**src/interval_set_engine_defines.svh**
```systemverilog
// Assertion macros used by the interval set engine sequencer.
`ifndef INTERVAL_SET_ENGINE_DEFINES_SVH
`define INTERVAL_SET_ENGINE_DEFINES_SVH

// Property checked at every clock edge outside reset.
`define ISE_ASSERT(lbl, prop, msg) \
	lbl: assert property (@(posedge clk) disable iff (!arst_n) (prop)) else $error(msg);

// Antecedent implies consequent in the next cycle.
`define ISE_ASSERT_NEXT(lbl, ante, cons, msg) \
	lbl: assert property (@(posedge clk) disable iff (!arst_n) (ante) |=> (cons)) else $error(msg);

`endif

```
**src/ise_pkg.sv**
```systemverilog
// Types and constants of the interval set engine.
package ise_pkg;

	localparam int FIELD_BITS = 16;
	localparam int COUNT_BITS = 6;

	localparam logic [1:0] MODE_ADD    = 2'd0;
	localparam logic [1:0] MODE_REMOVE = 2'd1;
	localparam logic [1:0] MODE_QUERY  = 2'd2;

	typedef struct packed {
		logic [1:0]            mode;
		logic [FIELD_BITS-1:0] range_start;
		logic [FIELD_BITS-1:0] range_end;
	} req_t;

	typedef struct packed {
		logic                  any_present;
		logic                  all_present;
		logic [COUNT_BITS-1:0] range_count;
		logic                  rejected;
	} rsp_t;

	// Finished result handed from the sequencer to the output register.
	typedef struct packed {
		logic done;
		rsp_t rsp;
	} ctrl_out_t;

	typedef enum logic [2:0] {
		S_IDLE,
		S_SCAN,
		S_EVAL,
		S_SHIFT,
		S_W0,
		S_W1,
		S_FINISH
	} state_t;

endpackage

```
**src/ise_mem.sv**
```systemverilog
// Range table memory: one write port, one registered read port.
module ise_mem #(
	parameter int DEPTH = 32,
	parameter int AW    = 5,
	parameter int DW    = 32
) (
	input  logic          clk,
	input  logic [AW-1:0] raddr,
	output logic [DW-1:0] rdata,
	input  logic          we,
	input  logic [AW-1:0] waddr,
	input  logic [DW-1:0] wdata
);

	logic [DW-1:0] mem [DEPTH];

	// write port
	always_ff @(posedge clk) begin
		if (we) begin
			mem[waddr] <= wdata;
		end
	end

	// read port, registered
	always_ff @(posedge clk) begin
		rdata <= mem[raddr];
	end

endmodule

```
**src/ise_ctrl.sv**
```systemverilog
// Sequencer: scans the range table, then for a table change shifts entries and writes new pieces.
module ise_ctrl #(
	parameter int MAX_RANGES = 32,
	parameter int INDEX_BITS = 16,
	parameter int AW         = 5,
	parameter int CW         = 6
) (
	input  logic                   clk,
	input  logic                   arst_n,
	input  logic                   start,
	input  ise_pkg::req_t          req,
	output logic                   idle,
	input  logic                   slot_free,
	output ise_pkg::ctrl_out_t     status,
	output logic [AW-1:0]          mem_raddr,
	input  logic [2*INDEX_BITS-1:0] mem_rdata,
	output logic                   mem_we,
	output logic [AW-1:0]          mem_waddr,
	output logic [2*INDEX_BITS-1:0] mem_wdata
);
	import ise_pkg::*;
	`include "interval_set_engine_defines.svh"

	localparam int IB = INDEX_BITS;

	state_t state_q, state_d;

	logic [1:0]    mode_q;
	logic [IB-1:0] b_q, e_q;
	logic [CW-1:0] count_q, lo_q, hi_q, rk_q, sk_q, rem_q;
	logic          seen_lo_q, up_q;
	logic [IB-1:0] start_lo_q, end_hi_q;
	logic          any_q, all_q, rej_q;
	logic [1:0]    np_q;
	logic [IB-1:0] p0s_q, p0e_q, p1s_q, p1e_q;
	logic          vld_s1;
	logic [CW-1:0] k_s1;

	// masked input indices
	logic [31:0]   s32, e32;
	logic [IB-1:0] in_b, in_e;
	assign s32  = {16'b0, req.range_start};
	assign e32  = {16'b0, req.range_end};
	assign in_b = s32[IB-1:0];
	assign in_e = e32[IB-1:0];

	// entry on the read port
	logic [IB-1:0] ent_s, ent_e;
	assign ent_s = mem_rdata[2*IB-1:IB];
	assign ent_e = mem_rdata[IB-1:0];

	// per-entry compares
	logic c_lo, c_hi;
	always_comb begin
		if (mode_q == MODE_ADD) begin
			c_lo = ent_e < b_q;
			c_hi = ent_s <= e_q;
		end else begin
			c_lo = ent_e <= b_q;
			c_hi = ent_s < e_q;
		end
	end

	// replacement pieces and new count
	logic [1:0]    np;
	logic [IB-1:0] p0s, p0e, p1s, p1e;
	logic [CW:0]   total;
	logic [CW-1:0] removed;
	always_comb begin
		np  = 2'd0;
		p0s = b_q;
		p0e = e_q;
		p1s = e_q;
		p1e = end_hi_q;
		if (mode_q == MODE_ADD) begin
			np = 2'd1;
			if (lo_q != hi_q) begin
				p0s = (start_lo_q < b_q) ? start_lo_q : b_q;
				p0e = (end_hi_q > e_q) ? end_hi_q : e_q;
			end
		end else begin
			if (start_lo_q < b_q) begin
				p0s = start_lo_q;
				p0e = b_q;
				np  = 2'd1;
				if (end_hi_q > e_q) begin
					np = 2'd2;
				end
			end else if (end_hi_q > e_q) begin
				p0s = e_q;
				p0e = end_hi_q;
				np  = 2'd1;
			end
		end
		removed = hi_q - lo_q;
		total   = {1'b0, lo_q} + (CW+1)'(np) + {1'b0, count_q} - {1'b0, hi_q};
	end

	logic eval_noop, eval_reject;
	assign eval_noop   = (mode_q == MODE_REMOVE) && (lo_q == hi_q);
	assign eval_reject = total > (CW+1)'(MAX_RANGES);

	// destination of a moved entry and slot of the second new piece
	logic [CW-1:0] shift_dst, lo_next;
	assign shift_dst = k_s1 - hi_q + lo_q + CW'(np_q);
	assign lo_next   = lo_q + CW'(1);

	// next state and memory strobes
	always_comb begin
		state_d   = state_q;
		mem_raddr = rk_q[AW-1:0];
		mem_we    = 1'b0;
		mem_waddr = lo_q[AW-1:0];
		mem_wdata = {p0s_q, p0e_q};
		case (state_q)
			S_IDLE: begin
				if (start) begin
					if ((req.mode == MODE_ADD || req.mode == MODE_REMOVE ||
					     req.mode == MODE_QUERY) && in_b < in_e) begin
						state_d = S_SCAN;
					end else begin
						state_d = S_FINISH;
					end
				end
			end
			S_SCAN: begin
				mem_raddr = rk_q[AW-1:0];
				if (rk_q == count_q && !vld_s1) begin
					state_d = (mode_q == MODE_QUERY) ? S_FINISH : S_EVAL;
				end
			end
			S_EVAL: begin
				if (eval_noop || eval_reject) begin
					state_d = S_FINISH;
				end else begin
					state_d = S_SHIFT;
				end
			end
			S_SHIFT: begin
				mem_raddr = sk_q[AW-1:0];
				mem_we    = vld_s1;
				mem_waddr = shift_dst[AW-1:0];
				mem_wdata = mem_rdata;
				if (rem_q == '0 && !vld_s1) begin
					state_d = (np_q == 2'd0) ? S_FINISH : S_W0;
				end
			end
			S_W0: begin
				mem_we    = 1'b1;
				mem_waddr = lo_q[AW-1:0];
				mem_wdata = {p0s_q, p0e_q};
				state_d   = (np_q == 2'd2) ? S_W1 : S_FINISH;
			end
			S_W1: begin
				mem_we    = 1'b1;
				mem_waddr = lo_next[AW-1:0];
				mem_wdata = {p1s_q, p1e_q};
				state_d   = S_FINISH;
			end
			S_FINISH: begin
				if (slot_free) begin
					state_d = S_IDLE;
				end
			end
			default: state_d = S_IDLE;
		endcase
	end

	// state register
	always_ff @(posedge clk or negedge arst_n) begin
		if (!arst_n) begin
			state_q <= S_IDLE;
		end else begin
			state_q <= state_d;
		end
	end

	// control registers
	always_ff @(posedge clk or negedge arst_n) begin
		if (!arst_n) begin
			count_q <= '0;
			vld_s1  <= 1'b0;
			rk_q    <= '0;
			sk_q    <= '0;
			rem_q   <= '0;
		end else begin
			vld_s1 <= 1'b0;
			case (state_q)
				S_IDLE: begin
					rk_q <= '0;
				end
				S_SCAN: begin
					if (rk_q != count_q) begin
						vld_s1 <= 1'b1;
						rk_q   <= rk_q + CW'(1);
					end
				end
				S_EVAL: begin
					if (!eval_noop && !eval_reject) begin
						count_q <= total[CW-1:0];
						rem_q   <= count_q - hi_q;
						sk_q    <= (CW'(np) > removed) ? count_q - CW'(1) : hi_q;
					end
				end
				S_SHIFT: begin
					if (rem_q != '0) begin
						vld_s1 <= 1'b1;
						rem_q  <= rem_q - CW'(1);
						sk_q   <= up_q ? sk_q - CW'(1) : sk_q + CW'(1);
					end
				end
				default: ;
			endcase
		end
	end

	// datapath registers
	always_ff @(posedge clk) begin
		k_s1 <= (state_q == S_SHIFT) ? sk_q : rk_q;
		case (state_q)
			S_IDLE: begin
				if (start) begin
					mode_q    <= req.mode;
					b_q       <= in_b;
					e_q       <= in_e;
					lo_q      <= '0;
					hi_q      <= '0;
					seen_lo_q <= 1'b0;
					any_q     <= 1'b0;
					all_q     <= (req.mode == MODE_QUERY) && !(in_b < in_e);
					rej_q     <= 1'b0;
				end
			end
			S_SCAN: begin
				if (vld_s1) begin
					if (c_lo) begin
						lo_q <= lo_q + CW'(1);
					end else if (!seen_lo_q) begin
						seen_lo_q  <= 1'b1;
						start_lo_q <= ent_s;
					end
					if (c_hi) begin
						hi_q     <= hi_q + CW'(1);
						end_hi_q <= ent_e;
					end
					if (mode_q == MODE_QUERY) begin
						if (ent_s < e_q && ent_e > b_q) begin
							any_q <= 1'b1;
						end
						if (ent_s <= b_q && ent_e >= e_q) begin
							all_q <= 1'b1;
						end
					end
				end
			end
			S_EVAL: begin
				rej_q <= !eval_noop && eval_reject;
				np_q  <= np;
				up_q  <= CW'(np) > removed;
				p0s_q <= p0s;
				p0e_q <= p0e;
				p1s_q <= p1s;
				p1e_q <= p1e;
			end
			default: ;
		endcase
	end

	// result toward the output register
	logic [31:0] cnt32;
	assign cnt32                     = 32'(count_q);
	assign idle                      = (state_q == S_IDLE);
	assign status.done               = (state_q == S_FINISH) && slot_free;
	assign status.rsp.any_present    = any_q && (mode_q == MODE_QUERY);
	assign status.rsp.all_present    = all_q && (mode_q == MODE_QUERY);
	assign status.rsp.range_count    = cnt32[COUNT_BITS-1:0];
	assign status.rsp.rejected       = rej_q && (mode_q == MODE_ADD || mode_q == MODE_REMOVE);

	`ISE_ASSERT(a_count_cap, count_q <= CW'(MAX_RANGES), "range count above capacity")
	`ISE_ASSERT(a_no_write_idle, !(state_q == S_IDLE && mem_we), "table write while idle")
	`ISE_ASSERT_NEXT(a_done_idle, status.done, state_q == S_IDLE, "no return to idle after result")
	`ISE_ASSERT(a_waddr_range, !mem_we || mem_waddr <= AW'(MAX_RANGES - 1), "table write beyond capacity")

endmodule

```
**src/interval_set_engine.sv**
```systemverilog
// Interval set engine top level: sequencer, range table and output register.
//
// Keeps a sorted set of disjoint half-open index ranges in one table memory.
// Input channel req (req_valid/req_ready) carries mode, range_start, range_end;
// output channel rsp (rsp_valid/rsp_ready) returns one result item per item.
// Add merges the range into the set, remove cuts it out, query reports whether
// any and whether all of its indices are present.
// An item first scans the table, reading one entry per cycle. An add or remove
// is then decided; if it changes the table, the tail (from hi, the first entry
// past the range) is moved and each new piece is written. Every item ends by
// handing off its result, which shows on rsp the next cycle.
// One item is in work at a time; req_ready is high while the sequencer is idle.
// A finished result sits in the output register; the next item is taken while
// it waits. If the receiver stalls with a result still held, the following
// result waits in the sequencer and no new item is accepted.
// Reset empties the set at once (count cleared); the table needs no clearing.
module interval_set_engine #(
	parameter int MAX_RANGES = 32,
	parameter int INDEX_BITS = 16
) (
	input  logic          clk,
	input  logic          arst_n,
	input  logic          req_valid,
	output logic          req_ready,
	input  ise_pkg::req_t req,
	output logic          rsp_valid,
	input  logic          rsp_ready,
	output ise_pkg::rsp_t rsp
);
	import ise_pkg::*;

	localparam int AW = $clog2(MAX_RANGES);
	localparam int CW = $clog2(MAX_RANGES + 1);
	localparam int DW = 2 * INDEX_BITS;

	logic          idle, slot_free;
	ctrl_out_t     status;
	logic [AW-1:0] raddr, waddr;
	logic [DW-1:0] rdata, wdata;
	logic          we;
	logic          rsp_valid_q;
	rsp_t          rsp_q;

	assign req_ready = idle;
	assign slot_free = !rsp_valid_q || rsp_ready;

	ise_ctrl #(
		.MAX_RANGES(MAX_RANGES),
		.INDEX_BITS(INDEX_BITS),
		.AW(AW),
		.CW(CW)
	) u_ctrl (
		.clk(clk),
		.arst_n(arst_n),
		.start(req_valid && req_ready),
		.req(req),
		.idle(idle),
		.slot_free(slot_free),
		.status(status),
		.mem_raddr(raddr),
		.mem_rdata(rdata),
		.mem_we(we),
		.mem_waddr(waddr),
		.mem_wdata(wdata)
	);

	ise_mem #(
		.DEPTH(MAX_RANGES),
		.AW(AW),
		.DW(DW)
	) u_mem (
		.clk(clk),
		.raddr(raddr),
		.rdata(rdata),
		.we(we),
		.waddr(waddr),
		.wdata(wdata)
	);

	// output register
	always_ff @(posedge clk or negedge arst_n) begin
		if (!arst_n) begin
			rsp_valid_q <= 1'b0;
		end else if (status.done) begin
			rsp_valid_q <= 1'b1;
		end else if (rsp_ready) begin
			rsp_valid_q <= 1'b0;
		end
	end

	always_ff @(posedge clk) begin
		if (status.done) begin
			rsp_q <= status.rsp;
		end
	end

	assign rsp_valid = rsp_valid_q;
	assign rsp       = rsp_q;

endmodule

```
**config.mk**
```make
export PLATFORM = sky130hd
export DESIGN_NAME = interval_set_engine
export DESIGN_NICKNAME = d
export VERILOG_FILES = /design/src/ise_pkg.sv /design/src/ise_mem.sv /design/src/ise_ctrl.sv /design/src/interval_set_engine.sv
export VERILOG_INCLUDE_DIRS = /design/src /design/src/src
export SDC_FILE = /design/constraint.sdc
export NUM_CORES = 2
export LEC_CHECK = 0
export BUFFER_PORTS_ARGS = -buffer_cell sky130_fd_sc_hd__buf_2
export CORE_MARGIN = 3
export CORE_UTILIZATION = 30
export CTS_CLUSTER_SIZE = 25
export DETAILED_ROUTE_END_ITERATION = 10
export PLACE_DENSITY = 0.55
export SLEW_MARGIN = 10
export SYNTH_ARGS = -nofsm -noshare
export SYNTH_HDL_FRONTEND = slang
export SYNTH_SLANG_ARGS = --single-unit
```
**constraint.sdc**
```tcl
create_clock -name clk -period 5.3 [get_ports clk]
set_input_delay 1.06 -clock clk [delete_from_list [all_inputs] [get_ports clk]]
set_output_delay 1.06 -clock clk [all_outputs]
set_load 0.005 [all_outputs]
```
==> impl_metrics.env <==
export IMPL_avgSynthCellArea_um2=16.6
export IMPL_hold_viol=0
export IMPL_grt_pass1_vias=29219
export IMPL_power_density_nw_per_um2=541
export IMPL_dieWidth_um=422
export IMPL_setup_viol=0
export IMPL_fin_crit_ns=5.23
export IMPL_hpwlAfterDp_um=88800
export IMPL_worst_pin_slew_ns=1.27
export IMPL_clockBufferDepth=3
export IMPL_routedWlPerCell_um=24.1
export IMPL_setup_worst_path_end_class="register"
export IMPL_drc=0
export IMPL_overflow=0
export IMPL_nets=3615
export IMPL_slew_viol_final=0
export IMPL_final_util_pct=35.7
export IMPL_cts_root_buf="clkbuf_16"
export IMPL_grt_use_total_pct=15.4
export IMPL_hold_class="in -> async"
export IMPL_async_flop_share_pct=2.25
export IMPL_finalCritPeriodShare_pct=98.7
export IMPL_hold_ws_ns=0.344
export IMPL_rsz0062_at_grt="yes"
export IMPL_clock_skew_ns=0.0232
export IMPL_cp_data_required_time_ns=5.93
export IMPL_synth_net_count=3340
export IMPL_grt_max_degree=68
export IMPL_crit_path_start_kind="register"
export IMPL_ys_flop_type="edfxtp_1"
export IMPL_fin_cells=5832
export IMPL_rows=152
export IMPL_crit_path_start="u_ctrl.end_hi_q[1]"
export IMPL_cts_hold_buf=0
export IMPL_netlist_area_um2=51900
export IMPL_ff2ff_path_depth=21
export IMPL_ir_drop_mv=0.284
export IMPL_leakage_nw=20.0
export IMPL_netlist_instances=3134
export IMPL_rr_endpoint="u_ctrl.state_q[2]"
export IMPL_drt_vias_per_instance=5.01
export IMPL_dieArea_um2=178000
export IMPL_crit_path_end="u_ctrl.state_q[2]"
export IMPL_rrSetupSlack_ns=0.07
export IMPL_cts_tree="yes"
export IMPL_slew_headroom_pct=15.2
export IMPL_clkSlewWorstSetupHoldPaths_ns=0.06
export IMPL_start_util_pct=30.2
export IMPL_routed_wl_um=140000
export IMPL_crit_type="reg -> reg"
export IMPL_clock_latency_ns=0.75
export IMPL_synth_warnings=0
export IMPL_cp_max_fo=2
export IMPL_core_area_um2=172000
export IMPL_drv_cap=0
export IMPL_port_buffers=48
export IMPL_route_antenna_remaining_nets=0
export IMPL_drt_iter0_drc=2966
export IMPL_num_io_pins=49
export IMPL_vias=29226
export IMPL_placed_cells=5571
export IMPL_ys_seq_area_share_pct=71.1
export IMPL_firstDrtPassIters=5
export IMPL_cp_arrival_ns=5.86
export IMPL_synth_seq_cells=1247
export IMPL_drive_gt1_share_pct=18.3
export IMPL_gp_congestion=0.842
export IMPL_finalPower_mw=33.1
export IMPL_grt_first_pass_wirelength_um=205000
export IMPL_cts_max_level=4
export IMPL_die_h_um=422
export IMPL_cts_buffers_inserted=135
export IMPL_regToRegStartpoint="u_ctrl.end_hi_q[1]"
export IMPL_grt_antenna_before_repair=5
export IMPL_yosysUniqueCellTypes=82
export IMPL_status="finished, final reports clean"
export IMPL_synthToLayoutAreaGrowth_pct=18.0
export IMPL_fmax_mhz=191
export IMPL_cts_sinks=1247
export IMPL_synth_edf_count=1182
==> synthesized netlist by cell type (57+ instances only) <==
cell type	n	area share, %
o22ai_1	132	1.6
buf_2	57	0.55
o21ai_0	70	0.67
nand3_1	62	0.60
a221oi_1	68	1.1
edfxtp_1	1182	68
nor2_1	91	0.66
inv_1	113	0.82
a22oi_1	62	0.90
ha_1	151	3.6
mux4_2	64	2.8
a21oi_1	67	0.65
mux2i_1	400	7.7
nand2_1	132	0.95
==> critical path: stages, from the launching register on <==
cell and delay [ns]:
edfxtp_1 0.38, ha_1 0.32, nor2b_4 0.13, o211ai_1 0.26, a21boi_2 0.08, o31a_1 0.34
nor2_4 0.14, inv_2 0.07, ha_4 0.15, nor2b_4 0.13, fa_1 0.47, fa_1 0.50
ha_2 0.18, inv_2 0.04, fa_1 0.49, nand2_1 0.06, nor3_2 0.16, o21ai_1 0.08
nor3b_2 0.16, or2_1 0.23, or4_1 0.48, a211o_1 0.27
==> what timing repair did <==
item / CTS / global route
buffers inserted: 3 / 6
cloned: 0 / 2
endpoints found under the hold margin: 0 / 0
pin swaps: 10 / 9
endpoints found under the setup margin: 18 / 19
gates resized for setup: 14 / 44
==> flip-flops by register name, indices dropped and copies added (netlist names), 5 cells and up <==
signal and count:
u_ctrl.b_q 16, u_ctrl.hi_q 6, u_mem.rdata 32, u_mem.mem 1024, u_ctrl.end_hi_q 16, u_ctrl.start_lo_q 16
u_ctrl.count_q 6, u_ctrl.lo_q 6, u_ctrl.rem_q 6, u_ctrl.k_s1 5, u_ctrl.p0s_q 16, u_ctrl.p1e_q 16
u_ctrl.p1s_q 16, rsp 9, u_ctrl.sk_q 5, u_ctrl.e_q 16, u_ctrl.rk_q 6, u_ctrl.p0e_q 16
==> placed cells by master (no fill, tap or decap), types with 37 or more instances in the layout <==
cell type,Yosys,routed
a21oi_1,67,66
a221oi_1,68,67
a22oi_1,62,62
buf_2,57,48
buf_4,20,198
clkbuf_1,43,42
clkbuf_16,0,142
dfxtp_1,37,37
edfxtp_1,1182,1182
ha_1,151,145
inv_1,113,109
mux2i_1,400,400
mux4_2,64,64
nand2_1,132,123
nand3_1,62,54
nor2_1,91,54
o21ai_0,70,64
o22ai_1,132,132
==> per-stage QoR <==
step / setup slack (ns) / instance area (um^2) / TNS, ns
floorplan: 0.0168 / 51900 / 0
global placement: -0.288 / 56500 / -2.18
detailed placement: -0.387 / 56500 / -3.68
CTS: 0.0229 / 61000 / 0
global route: -0.148 / 61300 / -0.557
finish: 0.0702 / 61300 / 0
==> cell families (layout without fill, tap and decap cells) <==
logic type                 count (synthesis)  in the layout  synth area share (%)
xor gates and xnor gates                  40             40                 0.675
and+or+nand+nor                          444            444                  4.16
adders and majority gates                168            168                  4.29
other                                      0              1                     0
AOI/OAI and AO/OA                        513            513                  6.83
buffers and inverters                    254            641                  2.31
DFF                                     1247           1247                  71.1
muxes                                    468            468                  10.6
==> area by class of cell <==
type                       count  area (um^2)
fill                       16084       110000
inverter                     117          440
antenna                        1         2.50
clock inverter                61          596
sequential                  1247        36900
tap                         2310         2890
timing repair buffer         275         2280
clock buffer                 188         3750
multi-input combinational   1633        14400
==> layer usage <==
layer  global-route usage [%]  vias up  routed length [um]  part of all wire (%)
met5                        0        -                   0                     0
met4                     4.45        0                3130                   2.2
met3                     2.36      200                7440                   5.3
met2                     24.5      831               64800                    46
met1                     22.0    15157               65100                    46
li1                         -    13038                   -                     -
==> how the worst min path moves through the flow <==
stage	from	endpoint	slack, ns	cells after the start
after global routing	arst_n	u_ctrl.rk_q[4]	0.36	1
after floorplan	u_mem.rdata[0]	u_ctrl.end_hi_q[0]	0.41	0
after CTS	arst_n	u_ctrl.rk_q[2]	0.31	1
after global placement	u_mem.rdata[0]	u_ctrl.end_hi_q[0]	0.46	0
final	arst_n	u_ctrl.rk_q[4]	0.34	1
after detailed placement	u_mem.rdata[0]	u_ctrl.end_hi_q[0]	0.43	0
==> where the power goes <==
part           switching, mW  internal (mW)
Clock                   3.85           5.45
Sequential             0.661           13.3
Combinational           6.62           3.22
No activity file was read; power rests on OpenSTA's default activity.
